==> src/hdl/ivl_pkg.sv <==
// ----------------------------------------------------------------------------
// ivl_pkg: shared definitions for the inverse vector length block
// Default widths, fixed-point format constants and the control word that
// travels down the pipeline next to each beat.
// ----------------------------------------------------------------------------
`default_nettype none

package ivl_pkg;

  localparam int IVL_IN_WIDTH     = 16;
  localparam int IVL_OUT_WIDTH    = 24;
  localparam int IVL_IN_INT_BITS  = 4;
  localparam int IVL_OUT_INT_BITS = 8;

  typedef struct packed {
    logic valid;
    logic zero;
    logic sat;
  } ivl_ctrl_t;

endpackage

`default_nettype wire

==> src/hdl/ivl_bit_stage.sv <==
// ----------------------------------------------------------------------------
// ivl_bit_stage: one result bit of the reciprocal square root search
// Tries to set bit BIT of the partial quotient q and keeps it when
// q*q*S stays at or below the scaled one. The running values P = q*q*S and
// R = q*S are updated with shifts and adds only.
// ----------------------------------------------------------------------------
`default_nettype none

module ivl_bit_stage #(
  parameter int IN_WIDTH  = 16,
  parameter int OUT_WIDTH = 24,
  parameter int BIT       = 0
) (
  input  wire                       clk_i,
  input  wire                       rst_ni,
  input  wire                       en_i,
  input  wire  ivl_pkg::ivl_ctrl_t  ctrl_i,
  input  wire  [2*IN_WIDTH+1:0]     s_i,
  input  wire  [2*(IN_WIDTH+OUT_WIDTH-ivl_pkg::IVL_IN_INT_BITS
                   -ivl_pkg::IVL_OUT_INT_BITS):0] p_i,
  input  wire  [2*(IN_WIDTH+OUT_WIDTH-ivl_pkg::IVL_IN_INT_BITS
                   -ivl_pkg::IVL_OUT_INT_BITS):0] r_i,
  input  wire  [OUT_WIDTH-1:0]      q_i,
  output ivl_pkg::ivl_ctrl_t        ctrl_o,
  output logic [2*IN_WIDTH+1:0]     s_o,
  output logic [2*(IN_WIDTH+OUT_WIDTH-ivl_pkg::IVL_IN_INT_BITS
                   -ivl_pkg::IVL_OUT_INT_BITS):0] p_o,
  output logic [2*(IN_WIDTH+OUT_WIDTH-ivl_pkg::IVL_IN_INT_BITS
                   -ivl_pkg::IVL_OUT_INT_BITS):0] r_o,
  output logic [OUT_WIDTH-1:0]      q_o
);

  import ivl_pkg::*;

  localparam int SW = 2*IN_WIDTH + 2;
  localparam int TS = 2*(IN_WIDTH - IVL_IN_INT_BITS + OUT_WIDTH - IVL_OUT_INT_BITS);
  localparam int PW = TS + 1;
  localparam int EW = PW + SW + 2*OUT_WIDTH + 2;
  localparam logic [PW+1:0] LIMIT = (PW+2)'(1) << TS;

  ivl_ctrl_t         ctrl_q;
  logic [SW-1:0]     s_q;
  logic [PW-1:0]     p_q, p_d;
  logic [PW-1:0]     r_q, r_d;
  logic [OUT_WIDTH-1:0] q_q, q_d;

  logic [OUT_WIDTH-1:0] cand;
  logic [EW-1:0]     term_r, term_s, term_add;
  logic              ovf;
  logic [PW+1:0]     trial;
  logic              fit;

  always_comb begin
    cand     = q_i | (OUT_WIDTH'(1) << BIT);
    term_r   = EW'(r_i) << (BIT + 1);
    term_s   = EW'(s_i) << (2*BIT);
    term_add = EW'(s_i) << BIT;
    ovf      = (|term_r[EW-1:PW]) | (|term_s[EW-1:PW]);
    trial    = (PW+2)'(p_i) + (PW+2)'(term_r[PW-1:0]) + (PW+2)'(term_s[PW-1:0]);
    fit      = !ovf && (trial <= LIMIT);
    p_d      = fit ? trial[PW-1:0] : p_i;
    r_d      = fit ? (r_i + term_add[PW-1:0]) : r_i;
    q_d      = fit ? cand : q_i;
  end

  always_ff @(posedge clk_i or negedge rst_ni) begin
    if (!rst_ni) begin
      ctrl_q <= '0;
    end else if (en_i) begin
      ctrl_q <= ctrl_i;
    end
  end

  always_ff @(posedge clk_i) begin
    if (en_i) begin
      s_q <= s_i;
      p_q <= p_d;
      r_q <= r_d;
      q_q <= q_d;
    end
  end

  assign ctrl_o = ctrl_q;
  assign s_o    = s_q;
  assign p_o    = p_q;
  assign r_o    = r_q;
  assign q_o    = q_q;

endmodule

`default_nettype wire
==> config.mk <==
export PLATFORM = sky130hd
export DESIGN_NAME = ivl_bit_stage
export DESIGN_NICKNAME = d
export VERILOG_FILES = /design/src/hdl/ivl_pkg.sv /design/src/hdl/ivl_bit_stage.sv
export SDC_FILE = /design/constraint.sdc
export NUM_CORES = 1
export LEC_CHECK = 0
export BUFFER_PORTS_ARGS = -buffer_cell sky130_fd_sc_hd__buf_2
export CELL_PAD_IN_SITES_DETAIL_PLACEMENT = 0
export CELL_PAD_IN_SITES_GLOBAL_PLACEMENT = 1
export CORE_MARGIN = 2
export CORE_UTILIZATION = 42
export DETAILED_ROUTE_END_ITERATION = 8
export GPL_ROUTABILITY_DRIVEN = 0
export MAX_ROUTING_LAYER = met4
export PLACE_DENSITY_LB_ADDON = 0.25
export SLEW_MARGIN = 20
export SYNTH_ARGS = -nofsm -noshare
export SYNTH_HDL_FRONTEND = slang
export SYNTH_SLANG_ARGS = --single-unit
==> constraint.sdc <==
create_clock -name clk_i -period 1.15 [get_ports clk_i]
set_clock_uncertainty 0.15 [all_clocks]
set_input_delay 0 -clock clk_i [delete_from_list [all_inputs] [get_ports clk_i]]
set_output_delay 0 -clock clk_i [all_outputs]
set_load 0.02 [all_outputs]
# == After elaboration in Yosys (flattened, before gate mapping) ==
# Index checks and enable logic that the tools add are counted.
# word_totals
inputBits,178
ff_bits,175
# op_classes
n_addsub,3
order_cmp,1
reduce_logical,2
mux,2
# ops
op,n
2-to-1 mux 57 bit,2
adder 58 x 34 -> 59 bit,1
<= comparator 59 x 57 -> 1 bit (second input constant),1
adder 57 x 57 -> 58 bit,1
adder 57 x 34 -> 57 bit,1
logical AND 1 bit,1
zero test 1 bit,1

# == Longest topological paths before layout ==
# logic_depth
word_depth,5
depth_mapped,17
depth_no_buf,15

# == Least setup slack after synthesis ==
# No wires, ideal clock.
# synth_timing
path_type,input to register
startpoint,input port s_i[12]
endpoint,"register r_q[44], in the netlist r_o[44] (data pin)"
slack_ns,-3.302
arrival_time_ns,4.030
path_buffers,2
stages,16
cell_sequence,fa_1 -> ha_1 -> buf_2 -> nand4_1 -> a211oi_1 -> a21oi_2 -> o21ai_1 -> o21ai_1 -> or4_1 -> mux2i_1 -> or4_1 -> nor4_4 -> a32oi_4 -> buf_6 -> nor4b_1 -> xor2_1
# synth_between
elab_chain_cells,4
# synth_rtl
item,line,source
start: declaration,ivl_bit_stage.sv:18,"input wire [2*IN_WIDTH+1:0] s_i,"
adder 58 x 34 -> 59 bit,ivl_bit_stage.sv:59,trial = (PW+2)'(p_i) + (PW+2)'(term_r[PW-1:0]) + (PW+2)'(term_s[PW-1:0]);
<= comparator 59 x 57 -> 1 bit,ivl_bit_stage.sv:60,fit = !ovf && (trial <= LIMIT);
logical AND 1 bit,ivl_bit_stage.sv:60,
2-to-1 mux 57 bit (*),ivl_bit_stage.sv:62,r_d = fit ? (r_i + term_add[PW-1:0]) : r_i;
named net r_d[44],ivl_bit_stage.sv:44,"logic [PW-1:0] r_q, r_d;"
end signal: assignment,ivl_bit_stage.sv:78,r_q <= r_d;
end: declaration,ivl_bit_stage.sv:44,
# The timed path passes the listed nets; every way through them passes the cells marked *.
# A chain may end at the register's enable or synchronous reset.

# == Final worst setup path ==
# layout_timing
startpoint,input port p_i[1] (netlist name)
endpoint,"register r_q[52], in the netlist r_o[52] (data pin)"
# layout_between
elab_chain_cells,5
# layout_rtl
item,line,source
start: declaration,ivl_bit_stage.sv:20,"-ivl_pkg::IVL_OUT_INT_BITS):0] p_i,"
adder 57 x 57 -> 58 bit,ivl_bit_stage.sv:59,
adder 58 x 34 -> 59 bit,ivl_bit_stage.sv:59,
<= comparator 59 x 57 -> 1 bit,ivl_bit_stage.sv:60,
logical AND 1 bit,ivl_bit_stage.sv:60,
2-to-1 mux 57 bit,ivl_bit_stage.sv:62,
named net r_d[52],ivl_bit_stage.sv:44,
# The timed path passes the listed nets, and every way through them passes these cells.

==> parameters.txt <==
Parameter                              Value

Timing
  Max-slew violation count ... 0
  Number of setup violations in the final report ... 210
  Shortest period the worst path allows ... between 4 and 5 ns
  Worst-case headroom to the max-slew limit ... 0.621
  Max frequency ... between 0.2 and 0.25 GHz
  Worst hold margin ... -0.293 ns
  Transition time of the tightest slew-check pin ... between 0.5 and 0.6 ns
  Min setup slack post-route ... -3.36 ns
  Final Hold Violating Endpoints ... 3
  Final period utilization ... 3.92
  RSZ-0062 raised after global routing ... yes

Synth
  Instance count of the mapped netlist ... between 1000 and 1500
  Synthesized net count ... roughly 1700
  Count of yosys warnings during synthesis ... 0
  Yosys cell types ... 90
  Most instantiated flip-flop cell in the synthesis netlist ... sky130_fd_sc_hd__edfxtp_1
  Mean area per synthesized cell ... just over 10 um2
  Number of synthesized register bits ... roughly 180
  Share of async-settable or async-resettable flops after synthesis ... 0.0171
  Share of the yosys chip area belonging to registers ... 0.381
  Number of enable flip-flop cells after synthesis ... 172
  Cell area after synthesis ... approximately 14000 um2

Clocking
  H-tree depth ... 4
  Clock Pin Slew Worst Setup and Hold Paths ... around 0.08 ns
  Total CTS buffers ... 17
  Clk Latency, worst-skew pair ... ~0.46 ns
  Number of buffers inserted for hold repair after clock tree synthesis ... ~180
  CTS tree ... built
  Clock Path Buffers ... 2
  CTS Root Cell ... sky130_fd_sc_hd__clkbuf_16
  Clock sink total ... between 150 and 200

GRT
  Overall track demand over capacity in global routing ... 0.316
  Maximum number of pins on one net before global-route repair ... 35
  First-pass GRT wire length ... about 80000 um
  Number of global-route vias before repair ... around 16000
  Antenna violations before repair ... 0
  Leftover overflow at the end of global routing ... 0

Die
  Full die area ... 34200 um2
  Row cnt ... between 60 and 70
  I/O pin count ... around 350
  Die boundary height ... 185 um
  Die width ... 185 um
  Starting density of the core ... 0.425
  Area of the core region ... about 32000 um2

Worst hold path
  Path class of the lowest-slack min-delay path ... input pin to flip-flop

Critical path
  Max FO, Critical Path ... 9
  Endpoint type of the worst setup path ... flip-flop
  Nature of the critical path startpoint ... input pin
  Required time worst endpoint ... around 1.2 ns
  Arrival time of the worst setup path ... 4.57 ns
  Setup Crit Path Kind ... input pin to flip-flop

Placed design
  DP Cell Count ... 2637
  Post-detailed-placement cell area ... between 20000 and 25000 um2
  HPWL after detailed placement ... between 30000 and 40000 um
  Count of input and output buffers ... 352

Route
  Drt total wl ... ~57000 um
  Final antenna-violating net count ... 0
  Detailed-route DRC error count ... 0
  Via-to-Cell Ratio ... about 5.5
  Total via count in the routed design ... roughly 16000
  Pre-Repair DR Iteration Count ... 5
  Wire length per cell ... ~20 um
  Violation count after the first detailed-route iteration ... around 1300

Pwr
  Pwr Density ... 1260 nW/um2
  VDD IR max ... 1.22 mV
  Power, Total ... 30.6 mW
  Static leakage ... 11.1 nW

Run status
  Run status ... complete, but fails checks
  Violated checks ... negative hold slack, negative setup slack

Final layout
  Net count of the finished layout ... about 2800
  Multi-input combinational cell area ... 8720 um2
  Area growth from synthesis to layout ... 76.5%
  Final Cell Area ... ~24000 um2
  Sequential cell area ... 5240 um2
  Final Non-Filler Cells ... 2883
  Number of antenna diodes ... 0
  Post-layout util ... 0.750
  Share of cells above drive strength 1 ... 0.461
  Number of fillers in the final layout ... between 2000 and 2500

Run
  Max-capacitance violation count ... 0
## cell families (layout without fill, tap and decap cells)
logic type | Yosys count | after routing | share of synthesized area
xor+xnor | 90 | 90 | 0.0573
flops | 175 | 175 | 0.381
mux | 47 | 47 | 0.0379
simple gates | 416 | 416 | 0.152
buf+inv | 77 | 1163 | 0.0246
compound gates | 401 | 401 | 0.192
fa+ha+maj | 149 | 149 | 0.155
## metrics by stage
step	TNS [ns]	setup WS (ns)	hold slack, ns
after global placement	-409.33	-3.74	-0.356
after floorplan	-345.14	-3.08	-0.446
after global routing	-390.07	-3.49	-0.299
after detailed placement	-417.85	-3.82	-0.353
after CTS	-362.02	-3.24	-0.342
final	-373.39	-3.36	-0.293
## cells in the mapped netlist (4+ instances only)
library cell | number | area [um2]
sky130_fd_sc_hd__fa_1 | 35 | 701
sky130_fd_sc_hd__clkbuf_1 | 16 | 60.1
sky130_fd_sc_hd__o21bai_1 | 8 | 60.1
sky130_fd_sc_hd__o31ai_1 | 8 | 60.1
sky130_fd_sc_hd__nand3_1 | 13 | 65.1
sky130_fd_sc_hd__xor2_1 | 49 | 429
sky130_fd_sc_hd__a2111oi_0 | 5 | 43.8
sky130_fd_sc_hd__a41o_1 | 4 | 40.0
sky130_fd_sc_hd__a31oi_1 | 9 | 56.3
sky130_fd_sc_hd__nand2_1 | 159 | 597
sky130_fd_sc_hd__or4_1 | 5 | 37.5
sky130_fd_sc_hd__o211ai_1 | 10 | 75.1
sky130_fd_sc_hd__xnor2_1 | 41 | 359
sky130_fd_sc_hd__mux2_2 | 41 | 462
sky130_fd_sc_hd__nor3_1 | 36 | 180
sky130_fd_sc_hd__nor2_1 | 75 | 282
sky130_fd_sc_hd__nor2b_1 | 4 | 25.0
sky130_fd_sc_hd__o21ai_0 | 114 | 571
sky130_fd_sc_hd__or3_1 | 7 | 43.8
sky130_fd_sc_hd__and3_1 | 13 | 81.3
sky130_fd_sc_hd__inv_1 | 26 | 97.6
sky130_fd_sc_hd__nand4_1 | 35 | 219
sky130_fd_sc_hd__a21o_1 | 35 | 263
sky130_fd_sc_hd__a21oi_2 | 4 | 35.0
sky130_fd_sc_hd__nor4b_1 | 5 | 43.8
sky130_fd_sc_hd__nor4_1 | 11 | 68.8
sky130_fd_sc_hd__mux2i_1 | 6 | 60.1
sky130_fd_sc_hd__and2_1 | 18 | 113
sky130_fd_sc_hd__o21a_1 | 9 | 67.6
sky130_fd_sc_hd__edfxtp_1 | 172 | 5160
sky130_fd_sc_hd__a221oi_1 | 6 | 52.6
sky130_fd_sc_hd__o21ai_1 | 10 | 50.1
sky130_fd_sc_hd__a21boi_0 | 4 | 30.0
sky130_fd_sc_hd__buf_2 | 33 | 165
sky130_fd_sc_hd__nand2b_1 | 8 | 50.1
sky130_fd_sc_hd__a21oi_1 | 103 | 515
sky130_fd_sc_hd__ha_1 | 114 | 1430
sky130_fd_sc_hd__o211a_1 | 4 | 40.0
sky130_fd_sc_hd__a211oi_1 | 19 | 143
## metal layers
metal / global-route usage / share of wire / wire length, um
met2: 0.543 / 0.51 / 28700
met5: - / 0 / 0
met3: 0.0458 / 0.066 / 3760
met1: 0.382 / 0.39 / 22200
met4: 0.104 / 0.035 / 2000
## area by class of cell
class,instances,share of cell area
timing repair buffer,1105,0.373
tap,442,0.0228
clock buffer,19,0.0182
inverter,26,0.00402
multi-input combinational,1103,0.359
clock inverter,13,0.00670
sequential,175,0.216
## registers in the layout, indices dropped and copies added (netlist names)
register	cells
r_o	57
q_o	24
ctrl_o	3
s_o	34
p_o	57
## worst paths after layout
| path | startpoint | end | slack [ns] | depth (start not counted) |
|---|---|---|---|---|
| min reg2reg | ctrl_o[1] | ctrl_o[1] | 0.40 | 1 |
| min in group asynchronous | rst_ni | ctrl_o[1] | 0.26 | 3 |
| max in group asynchronous | rst_ni | ctrl_o[0] | 0.45 | 3 |
| max reg2reg | ctrl_o[0] | ctrl_o[0] | 0.09 | 2 |
| min | s_i[0] | s_o[0] | -0.29 | 2 |
| max | p_i[1] | r_o[52] | -3.36 | 19 |
## placed cells by master (no fill, tap or decap), types with 16 or more instances in the layout
cell,instances
sky130_fd_sc_hd__nand2_1,138
sky130_fd_sc_hd__buf_12,16
sky130_fd_sc_hd__clkbuf_16,17
sky130_fd_sc_hd__a21oi_1,102
sky130_fd_sc_hd__buf_4,533
sky130_fd_sc_hd__o21ai_0,67
sky130_fd_sc_hd__a21o_1,35
sky130_fd_sc_hd__o21ai_1,47
sky130_fd_sc_hd__buf_2,219
sky130_fd_sc_hd__dlygate4sd3_1,176
sky130_fd_sc_hd__xor2_1,49
sky130_fd_sc_hd__ha_1,103
sky130_fd_sc_hd__nand4_1,35
sky130_fd_sc_hd__mux2_2,40
sky130_fd_sc_hd__inv_1,26
sky130_fd_sc_hd__fa_1,34
sky130_fd_sc_hd__edfxtp_1,172
sky130_fd_sc_hd__nor3_1,29
sky130_fd_sc_hd__buf_6,153
sky130_fd_sc_hd__xnor2_1,39
sky130_fd_sc_hd__nor2_1,72
## power by group
group | leakage, nW | total (mW) | internal [mW] | switching (mW)
Sequential | 1.72 | 8.21 | 7.86 | 0.352
Clock | 0.301 | 6.28 | 3.36 | 2.92
Combinational | 9.11 | 16.1 | 8.09 | 7.97
Total | 11.1 | 30.6 | 19.3 | 11.2
## what timing repair did
| action | 4_1_cts | 5_1_grt |
|---|---|---|
| buffers inserted | 24 | 16 |
| resized for setup | 181 | 229 |
| gates cloned | 4 | 0 |
| endpoints found under the setup margin | 250 | 282 |
| pin swaps | 33 | 39 |
| hold endpoints to repair | 270 | 3 |
## critical path: stages
cell                       delay, ns
sky130_fd_sc_hd__buf_8          0.10
sky130_fd_sc_hd__fa_1           0.50
sky130_fd_sc_hd__ha_2           0.21
sky130_fd_sc_hd__fa_2           0.39
sky130_fd_sc_hd__a211oi_4       0.32
sky130_fd_sc_hd__o211ai_4       0.11
sky130_fd_sc_hd__buf_6          0.13
sky130_fd_sc_hd__nand4_1        0.08
sky130_fd_sc_hd__a21o_1         0.22
sky130_fd_sc_hd__a21oi_2        0.10
sky130_fd_sc_hd__o41ai_2        0.32
sky130_fd_sc_hd__o211ai_1       0.19
sky130_fd_sc_hd__or4_4          0.59
sky130_fd_sc_hd__nor4_4         0.37
sky130_fd_sc_hd__a32oi_4        0.17
sky130_fd_sc_hd__buf_6          0.21
sky130_fd_sc_hd__buf_12         0.15
sky130_fd_sc_hd__nor4b_4        0.29
sky130_fd_sc_hd__xor2_1         0.10
Power figures use the tool's default switching activity.
